`src/hw/rtl/aapd_pkg.sv`:
```
`timescale 1ns / 1ps

package aapd_pkg;

  // Default depth of the queue between the classifier and the packer.
  localparam int unsigned QUEUE_DEPTH_DEFAULT = 4;

  // Armour character ranges and the decode constants.
  localparam logic [7:0] CHAR_LOW_A  = 8'd48;
  localparam logic [7:0] CHAR_HIGH_A = 8'd87;
  localparam logic [7:0] CHAR_LOW_B  = 8'd96;
  localparam logic [7:0] CHAR_HIGH_B = 8'd119;
  localparam logic [7:0] SIX_GAP_AT  = 8'd40;
  localparam logic [2:0] MAX_FILL    = 3'd5;

  // Status codes on the final result of a message.
  localparam logic [1:0] STATUS_OK       = 2'd0;
  localparam logic [1:0] STATUS_BAD_CHAR = 2'd1;
  localparam logic [1:0] STATUS_BAD_FILL = 2'd2;

  typedef struct packed {
    logic [7:0] armour_char;
    logic       end_of_message;
    logic [2:0] fill_count;
  } in_item_t;

  typedef struct packed {
    logic [7:0] data_byte;
    logic       final_result;
    logic [1:0] status;
  } out_item_t;

  // A character after classification, as the packer sees it.
  typedef struct packed {
    logic       char_ok;
    logic [5:0] six;
    logic       last;
    logic [2:0] fill;
  } cls_item_t;

  function automatic cls_item_t classify(input in_item_t item);
    cls_item_t  c;
    logic [7:0] v;
    v = item.armour_char - CHAR_LOW_A;
    if (v > SIX_GAP_AT) begin
      v = v - 8'd8;
    end
    c.char_ok = ((item.armour_char >= CHAR_LOW_A) && (item.armour_char <= CHAR_HIGH_A)) ||
                ((item.armour_char >= CHAR_LOW_B) && (item.armour_char <= CHAR_HIGH_B));
    c.six     = v[5:0];
    c.last    = item.end_of_message;
    c.fill    = item.fill_count;
    return c;
  endfunction

endpackage

```
`src/hw/rtl/ais_armour_payload_decode_unit.sv`:
```
`timescale 1ns / 1ps

// Channel  | Handshake            | Payload
// ---------+----------------------+--------------------------------------------
// input    | push / full          | item   : armour_char, end_of_message, fill_count
// result   | pop / empty          | result : data_byte, final_result, status
//
// A request passes through the front stage, the queue and the result register before its
// first byte is on the result ports, and the block sustains one character per cycle
// while results are popped as they appear. A character that closes a message and yields
// two bytes holds the packer until its second byte leaves the spare slot, because the
// result register drains one byte per cycle, and only on pop. Reset is synchronous and
// clears the pipeline, the queue and the packing state. A stalled result side fills the
// queue first; full rises only when the queue and the front stage are both occupied.
module ais_armour_payload_decode_unit
  import aapd_pkg::*;
#(
  parameter int unsigned QUEUE_DEPTH = QUEUE_DEPTH_DEFAULT
) (
  input  logic      clk,
  input  logic      rst,
  input  logic      push,
  output logic      full,
  input  in_item_t  item,
  output logic      empty,
  input  logic      pop,
  output out_item_t result
);

  // Classified characters between the front stage and the queue.
  logic      front_valid;
  logic      front_ready;
  cls_item_t front_item;

  // Classified characters between the queue and the packer.
  logic      queue_valid;
  logic      queue_take;
  cls_item_t queue_item;

  // The front stage checks the character range and turns it into six bits.
  aapd_front u_front (
    .clk       (clk),
    .rst       (rst),
    .push      (push),
    .full      (full),
    .item      (item),
    .cls_valid (front_valid),
    .cls_ready (front_ready),
    .cls_item  (front_item)
  );

  // The queue lets the front keep taking requests while the packer waits on pop.
  aapd_queue #(
    .DEPTH (QUEUE_DEPTH)
  ) u_queue (
    .clk      (clk),
    .rst      (rst),
    .wr_valid (front_valid),
    .wr_ready (front_ready),
    .wr_item  (front_item),
    .rd_valid (queue_valid),
    .rd_take  (queue_take),
    .rd_item  (queue_item)
  );

  // The packer gathers six-bit groups into bytes, handles the fill bits and the
  // sticky error, and presents results through a result register and a spare slot.
  aapd_back u_back (
    .clk       (clk),
    .rst       (rst),
    .cls_valid (queue_valid),
    .cls_take  (queue_take),
    .cls_item  (queue_item),
    .empty     (empty),
    .pop       (pop),
    .result    (result)
  );

endmodule

```
`src/hw/rtl/aapd_front.sv`:
```
`timescale 1ns / 1ps

module aapd_front
  import aapd_pkg::*;
(
  input  logic      clk,
  input  logic      rst,
  input  logic      push,
  output logic      full,
  input  in_item_t  item,
  output logic      cls_valid,
  input  logic      cls_ready,
  output cls_item_t cls_item
);

  logic      vld;
  cls_item_t held;

  // The stage takes a new character whenever it is empty or its content moves on.
  assign full      = vld && !cls_ready;
  assign cls_valid = vld;
  assign cls_item  = held;

  always_ff @(posedge clk) begin
    if (rst) begin
      vld <= 1'b0;
    end else if (!full) begin
      vld <= push;
    end
  end

  always_ff @(posedge clk) begin
    if (!full && push) begin
      held <= classify(item);
    end
  end

endmodule

```
`src/hw/rtl/aapd_queue.sv`:
```
`timescale 1ns / 1ps

module aapd_queue
  import aapd_pkg::*;
#(
  parameter int unsigned DEPTH = QUEUE_DEPTH_DEFAULT
) (
  input  logic      clk,
  input  logic      rst,
  input  logic      wr_valid,
  output logic      wr_ready,
  input  cls_item_t wr_item,
  output logic      rd_valid,
  input  logic      rd_take,
  output cls_item_t rd_item
);

  localparam int unsigned PTR_W = $clog2(DEPTH);
  localparam int unsigned CNT_W = $clog2(DEPTH + 1);
  localparam logic [PTR_W-1:0] LAST_PTR = PTR_W'(DEPTH - 1);
  localparam logic [CNT_W-1:0] FULL_CNT = CNT_W'(DEPTH);

  cls_item_t        slots [DEPTH];
  logic [PTR_W-1:0] wr_ptr;
  logic [PTR_W-1:0] rd_ptr;
  logic [CNT_W-1:0] count;
  logic             do_wr;
  logic             do_rd;

  assign wr_ready = (count != FULL_CNT);
  assign rd_valid = (count != '0);
  assign rd_item  = slots[rd_ptr];
  assign do_wr    = wr_valid && wr_ready;
  assign do_rd    = rd_take && rd_valid;

  always_ff @(posedge clk) begin
    if (rst) begin
      wr_ptr <= '0;
      rd_ptr <= '0;
      count  <= '0;
    end else begin
      if (do_wr) begin
        wr_ptr <= (wr_ptr == LAST_PTR) ? '0 : wr_ptr + PTR_W'(1);
      end
      if (do_rd) begin
        rd_ptr <= (rd_ptr == LAST_PTR) ? '0 : rd_ptr + PTR_W'(1);
      end
      if (do_wr && !do_rd) begin
        count <= count + CNT_W'(1);
      end else if (do_rd && !do_wr) begin
        count <= count - CNT_W'(1);
      end
    end
  end

  always_ff @(posedge clk) begin
    if (do_wr) begin
      slots[wr_ptr] <= wr_item;
    end
  end

endmodule

```
`src/hw/rtl/aapd_back.sv`:
```
`timescale 1ns / 1ps

module aapd_back
  import aapd_pkg::*;
(
  input  logic      clk,
  input  logic      rst,
  input  logic      cls_valid,
  output logic      cls_take,
  input  cls_item_t cls_item,
  output logic      empty,
  input  logic      pop,
  output out_item_t result
);

  logic [6:0] acc;
  logic [2:0] held;
  logic [1:0] err;
  logic       out_vld;
  out_item_t  out_q;
  logic       spare_vld;
  out_item_t  spare_q;

  logic [6:0]  acc_next;
  logic [2:0]  held_next;
  logic [1:0]  err_next;
  logic [1:0]  res_cnt;
  out_item_t   r0;
  out_item_t   r1;
  logic [1:0]  err_now;
  logic [12:0] wide;
  logic [12:0] rem;
  logic [3:0]  held_sum;
  logic [3:0]  h_left;
  logic [2:0]  n_bits;
  logic        out_free;

  assign empty    = !out_vld;
  assign result   = out_q;
  assign out_free = !out_vld || pop;
  assign cls_take = cls_valid && out_free && !spare_vld;

  always_comb begin
    acc_next  = acc;
    held_next = held;
    err_next  = err;
    res_cnt   = 2'd0;
    r0        = '{data_byte: 8'd0, final_result: 1'b0, status: STATUS_OK};
    r1        = '{data_byte: 8'd0, final_result: 1'b1, status: STATUS_OK};
    wide      = '0;
    rem       = '0;
    held_sum  = '0;
    h_left    = '0;
    n_bits    = 3'd6 - cls_item.fill;
    err_now   = err;
    if ((err == STATUS_OK) && !cls_item.char_ok) begin
      err_now = STATUS_BAD_CHAR;
    end

    if (!cls_item.last) begin
      err_next = err_now;
      if (err_now == STATUS_OK) begin
        wide     = {acc, cls_item.six};
        held_sum = {1'b0, held} + 4'd6;
        h_left   = held_sum;
        if (held_sum >= 4'd8) begin
          h_left       = held_sum - 4'd8;
          r0.data_byte = 8'(wide >> h_left);
          res_cnt      = 2'd1;
        end
        acc_next  = 7'(wide & ((13'd1 << h_left) - 13'd1));
        held_next = h_left[2:0];
      end
    end else begin
      // The message ends here; all packing state returns to its reset values.
      acc_next  = '0;
      held_next = '0;
      err_next  = STATUS_OK;
      if (cls_item.fill > MAX_FILL) begin
        err_now = STATUS_BAD_FILL;
      end
      if (err_now != STATUS_OK) begin
        r0.final_result = 1'b1;
        r0.status       = err_now;
        res_cnt         = 2'd1;
      end else begin
        wide     = ({6'd0, acc} << n_bits) | {7'd0, cls_item.six >> cls_item.fill};
        held_sum = {1'b0, held} + {1'b0, n_bits};
        if (held_sum >= 4'd8) begin
          h_left          = held_sum - 4'd8;
          r0.data_byte    = 8'(wide >> h_left);
          r0.final_result = (h_left == 4'd0);
          rem             = wide & ((13'd1 << h_left) - 13'd1);
          if (h_left != 4'd0) begin
            r1.data_byte = 8'(rem << (4'd8 - h_left));
            res_cnt      = 2'd2;
          end else begin
            res_cnt = 2'd1;
          end
        end else begin
          r0.data_byte    = 8'(wide << (4'd8 - held_sum));
          r0.final_result = 1'b1;
          res_cnt         = 2'd1;
        end
      end
    end
  end

  always_ff @(posedge clk) begin
    if (rst) begin
      acc       <= '0;
      held      <= '0;
      err       <= STATUS_OK;
      out_vld   <= 1'b0;
      spare_vld <= 1'b0;
    end else begin
      if (cls_take) begin
        acc  <= acc_next;
        held <= held_next;
        err  <= err_next;
      end
      if (spare_vld) begin
        if (out_free) begin
          out_vld   <= 1'b1;
          spare_vld <= 1'b0;
        end
      end else if (cls_take) begin
        out_vld   <= (res_cnt != 2'd0);
        spare_vld <= (res_cnt == 2'd2);
      end else if (pop) begin
        out_vld <= 1'b0;
      end
    end
  end

  always_ff @(posedge clk) begin
    if (spare_vld) begin
      if (out_free) begin
        out_q <= spare_q;
      end
    end else if (cls_take) begin
      out_q   <= r0;
      spare_q <= r1;
    end
  end

endmodule
```
`config.mk`:
```
export PLATFORM = sky130hd
export DESIGN_NAME = ais_armour_payload_decode_unit
export DESIGN_NICKNAME = d
export VERILOG_FILES = /design/src/hw/rtl/aapd_pkg.sv /design/src/hw/rtl/ais_armour_payload_decode_unit.sv /design/src/hw/rtl/aapd_front.sv /design/src/hw/rtl/aapd_queue.sv /design/src/hw/rtl/aapd_back.sv
export SDC_FILE = /design/constraint.sdc
export NUM_CORES = 1
export LEC_CHECK = 0
export CAP_MARGIN = 20
export CORE_ASPECT_RATIO = 1.1
export CORE_MARGIN = 2
export CORE_UTILIZATION = 50
export DETAILED_ROUTE_END_ITERATION = 7
export DONT_BUFFER_PORTS = 1
export PLACE_DENSITY = 0.66
export SETUP_SLACK_MARGIN = 0.02
export SLEW_MARGIN = 25
export SYNTH_ARGS = -nofsm -noshare
export SYNTH_HDL_FRONTEND = slang
export SYNTH_SLANG_ARGS = --single-unit
```
`constraint.sdc`:
```
create_clock -name clk -period 12.5 [get_ports clk]
set_input_delay 2.5 -clock clk [delete_from_list [all_inputs] [get_ports clk]]
set_output_delay 2.5 -clock clk [all_outputs]
set_load 0.02 [all_outputs]
```
After elaboration in Yosys (flattened, before gate mapping):

Memories as Yosys holds them, arrays and structs flattened. A register that Yosys moved wholly into a read port is not among the register bits.
Cells that the tools add are included.

* register bits: 52
* RAM bits: 44
* memories: 1

* multiplexer cells: 44
* reductions and logical operators: 36
* shifts and indexed selects: 8
* bitwise operators: 7
* equal/unequal tests: 5
* magnitude comparators: 8
* add/subtract/negate cells: 15

Memories
* u_queue.slots: words 4, width 11, rd ports 1, clocked after Yosys merged registers in 1, wr ports 1, line aapd_queue.sv:23 `cls_item_t slots [DEPTH];`

Operators by type and width (count)
* 11-bit 2-to-1 mux: 3
* 8-bit 2-to-1 mux: 4
* 2-bit 2-to-1 mux: 14
* 13-bit by 4-bit left shift with 8-bit output: 2
* 13-bit by 4-bit >> shifter with 8-bit output: 2
* 8-bit by 7-bit <= comparator with 1-bit output, second input constant: 2
* 3-bit 2-to-1 mux: 5
* 7-bit 2-to-1 mux: 2
* 13-bit AND: 1
* 13-bit by 6-bit bitwise OR with 13-bit output: 1
* 1-bit by 4-bit left shift with 13-bit output, first input constant: 1
* 7-bit by 3-bit left shift with 13-bit output: 1
* 13-bit by 1-bit subtractor with 13-bit output, second input constant: 1
* 4-bit 2-to-1 mux: 3
* 1-bit logical AND: 11
* 1-bit 2-to-1 mux: 11
* 2-bit nonzero test: 5
* 9-bit 2-to-1 mux: 1
* 4-bit greater-or-equal comparator, second input constant: 2
* 8-bit by 6-bit greater-or-equal comparator with 1-bit output, second input constant: 1
* 8-bit by 7-bit greater-or-equal comparator with 1-bit output, second input constant: 1
* 8-bit by 6-bit > comparator with 1-bit output, second input constant: 1
* 2-bit AND reduction: 4
* 4-bit subtractor, first input constant: 2
* 26 further kinds: 42

Longest topological paths before layout:

Gate-level depths: netlist of the first run.

* word-level depth: 11
* mapped depth: 24

Hierarchy:

Synthesis of the first run repeated with hierarchy kept, for this count alone.

* cell total of the unflattened synthesis: 615
* area total of the unflattened synthesis: 6462.4 um^2

By module, submodules not included
* aapd_back: area each 3781.1 um^2, times used 1, cells an instance 466
* aapd_queue: area each 2062.0 um^2, times used 1, cells an instance 105
* aapd_front: area each 619.3 um^2, times used 1, cells an instance 44

Worst setup path before layout of the first run:

Ideal clock, no wire load.

* path type: register to register
* start point: register with a tool-made name
* end point: register u_back.spare_q[9] (netlist bit), data pin
* data required time: 12.243 ns
* arrival: 4.990 ns
* stages on the path, launching flop included: 22
* path buffers: 6
* path slack: 7.254 ns
* clock period less this slack: 5.246 ns
* cells stage by stage: dfxtp_1 buf_6 mux2_2 inv_2 buf_2 buf_2 buf_1 buf_2 ha_1 clkbuf_1 inv_1 fa_1 xnor2_1 inv_1 nor3_1 nand2_1 ha_1 xor2_1 nand2_1 o32ai_1 mux2_2 a32o_1

RTL lines
* end signal: assignment: line aapd_back.sv:143 `spare_q <= r1;`
* end: declaration: line aapd_back.sv:22 `out_item_t spare_q;`

==> metrics, run 1 <==
DR vias 4539; final number of hold-violating endpoints 0; Post-CTS Resized 0; number of synthesized flops with an enable pin 74; Mapped Cells 573; arrival time at the worst endpoint 6.27 ns; post-synthesis sequential area ratio 45.1%; outcome completed; crit path launch type register; fin util 54.7%; Die Wd 108 µm; Ys Warns 0; worst path required time 12.60 ns; FILL cells 1028; largest net degree at the start of global routing 41; RePlAce Congestion 1.01; crit path kind reg -> reg; Post-CTS Setup Repair Bufs 0; Die Span Y 118 µm; cell row count 41; Setup Skew 0.00990 ns; final instance area 6320 µm²; Placed Area 6020 µm²; synth unique cells 71; TritonCTS buffer count 9; IO Port Bufs 0; max frequency 162 MHz; top-level port count 29; final WL 14500 µm; CTS tree yes; Post-synth ARST share 0%; ys flop type edfxtp_1; Slew @ Worst Pin 0.851 ns; Post-Syn Area per Cell 10.4 µm²; Root Driver clkbuf_16; gr usage total 23.6%; TritonRoute pass-1 iters 5; final setup vio count 0; Post-Syn Nets 615; synth top area cells edfxtp_1 37%, dfxtp_1 7.7%, mux4_2 5.3%; Sequential Area 2680 µm²; first-pass GRT wire length 23100 µm; CP max FO 40; vias per cell 6.42; worst-case clock buffer depth 2; pins over their slew limit 0; Yosys top cell by area edfxtp_1; clock latency at the later pin of the worst-skew pair 0.34 ns; clock sinks 97; Setup TNS 0 ns; wire per inst 20.5 µm; Initial DRC Count 432; multi-input logic area 3040 µm²; commonest non-fill, non-tap cell in the layout edfxtp_1; hold_buf cts 0; grt ovf 0; DR DRC count 0; Mapped Area 5950 µm²; core area 11500 µm²; share of cells above drive strength 1 9.52%; post-DP HPWL 10800 µm; Antenna diodes 0; post-route ant nets 0; Slew HR 43.2%; post-route minimum period 6.18 ns; post-layout net count 594; H-tree lvl count 3; Critical Path End Type register; Area Overhead vs Synth 6.14%; RSZ-0062 raised after global routing false; fraction of the cycle the final worst path needs 49.4%; antenna violations before repair 0; Total Die Area 12800 µm²; most frequent cells in the layout 74 x edfxtp_1, 51 x nand2_1, 45 x nor2_1; number of global-route vias before repair 4546; Initial Utilization 51.6%; Worst-path clk slew 0.07 ns; Synth top area share 37.3%; Hold Crit Class reg -> reg; maxcap violations 0; flops & latches, synth 97
-- routing by layer --
layer,share of wire (%),vias to the layer above,GRT usage [%]
li1,-,2119,-
met1,38,2150,28.1
met2,50,218,40.1
met3,6.6,52,4.36
met4,5.0,0,12.6
met5,0,-,0
-- critical path, cell delays in order, from the launching register on --
cell and delay [ns]:
dfxtp_1 0.77, mux2_2 0.57, inv_2 0.57, ha_1 0.27
inv_1 0.10, xnor2_4 0.48, inv_1 0.32, ha_1 0.41
xnor2_1 0.17, buf_4 0.22, inv_1 0.23, nor3_1 0.53
nand2_1 0.12, ha_1 0.28, xor2_1 0.18, nand2_1 0.09
o32ai_1 0.08, mux2_2 0.30, a32o_1 0.21
-- final cells by class --
| type | instances | area share [%] |
|---|---|---|
| inverters | 22 | 1.31 |
| clock buffers | 12 | 4.24 |
| repair buffers | 4 | 0.475 |
| clock inverters | 4 | 0.475 |
| well taps | 150 | 2.97 |
| flip-flops and latches | 97 | 42.5 |
| multi-input cells | 418 | 48.1 |
-- synth_stat cells (all sizes together), types with 4 or more instances --
master and instances:
edfxtp 74, nand2 51, nor2 46, o21ai 27
clkbuf 26, a21oi 24, dfxtp 23, ha 23
inv 22, nor3 22, mux2i 21, nand3 19
mux4 14, and2 12, mux2 11, buf 10
nor2b 10, a22oi 8, a31oi 8, o211ai 8
xnor2 8, nand2b 6, nor4 6, a21o 5
a32oi 5, or3 5, nand3b 4, o221ai 4
o22ai 4
-- per-stage QoR --
stage | setup WS (ns) | cells | hold slack [ns]
floorplan | 7.25 | 573 | 0.454
global placement | 6.57 | 691 | 0.470
detailed placement | 6.41 | 691 | 0.484
CTS | 6.40 | 707 | 0.493
global route | 5.81 | 707 | 0.513
finish | 6.32 | 707 | 0.488
-- registers in the layout (all words and copies together) (netlist names), named ones only --
name,count
u_front.cls_valid,1
u_back.out_vld,1
u_back.spare_vld,1
u_back.result,11
u_queue.slots,44
u_back.spare_q,8
u_queue.count,3
u_front.cls_item,11
u_queue.rd_ptr,2
u_back.held,2
u_back.acc,7
u_queue.wr_ptr,2
u_back.err,2
-- cells by family (layout without fill, tap and decap cells) --
kind of cell	Yosys count	in the layout	share of synthesized area, %
DFF	97	97	45.1
and+or+nand+nor	196	196	16.0
xor gates and xnor gates	11	11	1.93
buffers and inverters	58	42	3.95
adders and majority gates	26	26	5.85
other	2	2	0.126
muxes	46	46	10.9
AOI/OAI and AO/OA	137	137	16.2
-- final timing paths --
check | from | to | slack, ns | cells after the start
worst max register to register | register | u_back.spare_q[9] | 6.32 | 18
worst min register to register | u_queue.rd_ptr[1] | register | 0.49 | 2
worst max-delay path | register | u_back.spare_q[9] | 6.32 | 18
worst min-delay path | u_queue.rd_ptr[1] | register | 0.49 | 2
Power of run 1 is not shown: default switching activity piles up to over one toggle a cycle in this logic, so the estimate is an artifact.
==> run 2, diff against run 1 <==
==> constraint.sdc (replaced) <==
create_clock -name clk -period 6.4 [get_ports clk]
set_input_delay 1.28 -clock clk [delete_from_list [all_inputs] [get_ports clk]]
set_output_delay 1.28 -clock clk [all_outputs]
set_load 0.02 [all_outputs]
==> metrics, run 2 (same netlist as run 1, synthesis figures left out) <==
max reg flops 44; final number of hold-violating endpoints 0; crit path kind reg -> reg; Die Span Y 118 µm; worst path required time 6.60 ns; Post-CTS Resized 0; Hold Crit Class reg -> reg; routing usage on met2 42.8%; vias per cell 6.41; Area Overhead vs Synth 7.04%; Worst-path clk slew 0.07 ns; outcome completed; clock latency at the later pin of the worst-skew pair 0.35 ns; gr usage total 25.5%; H-tree lvl count 3; pins over their slew limit 0; DP Worst Slack 1.38 ns; RePlAce Congestion 0.962; TritonCTS buffer count 9; multi-input logic area 3040 µm²; largest net degree at the start of global routing 40; Hold Path Depth 2; Setup Skew 0.00945 ns; Initial Utilization 51.6%; post-route ant nets 0; RSZ-0062 raised after global routing false; final instance area 6370 µm²; hold_sp u_queue.rd_ptr[1]; Sequential Area 2680 µm²; hold_buf cts 0; Setup TNS 0 ns; crit path launch type register; Total Die Area 12800 µm²; fraction of the cycle the final worst path needs 79.8%; DR DRC count 0; post-DP HPWL 11600 µm; Antenna diodes 0; grt ovf 0; Initial DRC Count 354; Placed Area 6070 µm²; first-pass GRT wire length 25000 µm; TritonRoute pass-1 iters 7; CP max FO 20; FF-to-FF path depth 17; Critical Path End Type register; post-layout net count 601; Slew HR 41.6%; top-level port count 29; worst-case clock buffer depth 2; Top reg by flops u_queue.slots; core area 11500 µm²; max frequency 196 MHz; Slew @ Worst Pin 0.873 ns; Post-CTS Setup Repair Bufs 0; maxcap violations 0; most used routing layer met2; share of cells above drive strength 1 10.8%; most frequent cells in the layout 74 x edfxtp_1, 51 x nand2_1, 45 x nor2_1; FILL cells 1036; wire per inst 21.6 µm; commonest non-fill, non-tap cell in the layout edfxtp_1; cell row count 41; Root Driver clkbuf_16; number of global-route vias before repair 4611; CTS tree yes; final setup vio count 0; placed insts 698; clock sinks 97; M3 GR Usage 3.86%; met1 Use GR 31.9%; fin cells 714; IO Port Bufs 0; Worst R2R Setup Slack 1.29 ns; antenna violations before repair 0; arrival time at the worst endpoint 5.31 ns; Die Wd 108 µm; Final WS setup 1.29 ns; final WL 15400 µm; DR vias 4576; post-route minimum period 5.11 ns
-- run 2: changes by cell type in the layout (fill, tap and decap cells not counted), moves of 2 or more --
| cell | before | now |
|---|---|---|
| buf_4 | 4 | 11 |
| clkinvlp_4 | 0 | 2 |
| inv_4 | 2 | 0 |
| inv_6 | 2 | 0 |
| inv_8 | 0 | 3 |
-- run 2: worst paths after layout --
path,to
worst min register to register,register
worst max register to register,u_back.spare_q[7]
worst min-delay path,register
worst max-delay path,u_back.spare_q[7]
-- run 2: per-layer routing --
| layer | up-vias | wire length (µm) |
|---|---|---|
| met5 | - | 0 |
| met4 | 0 | 661 |
| met3 | 41 | 764 |
| met2 | 162 | 7860 |
| met1 | 2234 | 6160 |
| li1 | 2139 | - |
-- run 2: worst max-delay path, stage by stage (launching register included) --
cell and delay, ns:
dfxtp_1 0.42, buf_4 0.25, mux2_2 0.53, inv_2 0.11, ha_1 0.14, inv_1 0.11
xnor2_4 0.47, inv_1 0.31, ha_1 0.40, xnor2_1 0.19, buf_4 0.24, inv_1 0.08
buf_4 0.20, ha_1 0.36, or2_2 0.37, nor3_1 0.45, a21oi_1 0.14, a21oi_1 0.18
-- run 2: metrics by stage --
step	util, %	hold WS, ns
floorplan	-	0.454
global placement	52.6	0.465
detailed placement	52.6	0.490
CTS	55.2	0.499
global route	55.2	0.518
finish	55.2	0.491
-- run 2: final cells by class --
class / count / area share, %
Multi-Input combinational cell: 418 / 47.7
Inverter: 22 / 1.30
Clock inverter: 7 / 1.16
Clock buffer: 9 / 3.54
Sequential cell: 97 / 42.1
Timing Repair Buffer: 11 / 1.30
Tap cell: 150 / 2.95
Power of run 2 is left out for the same reason.
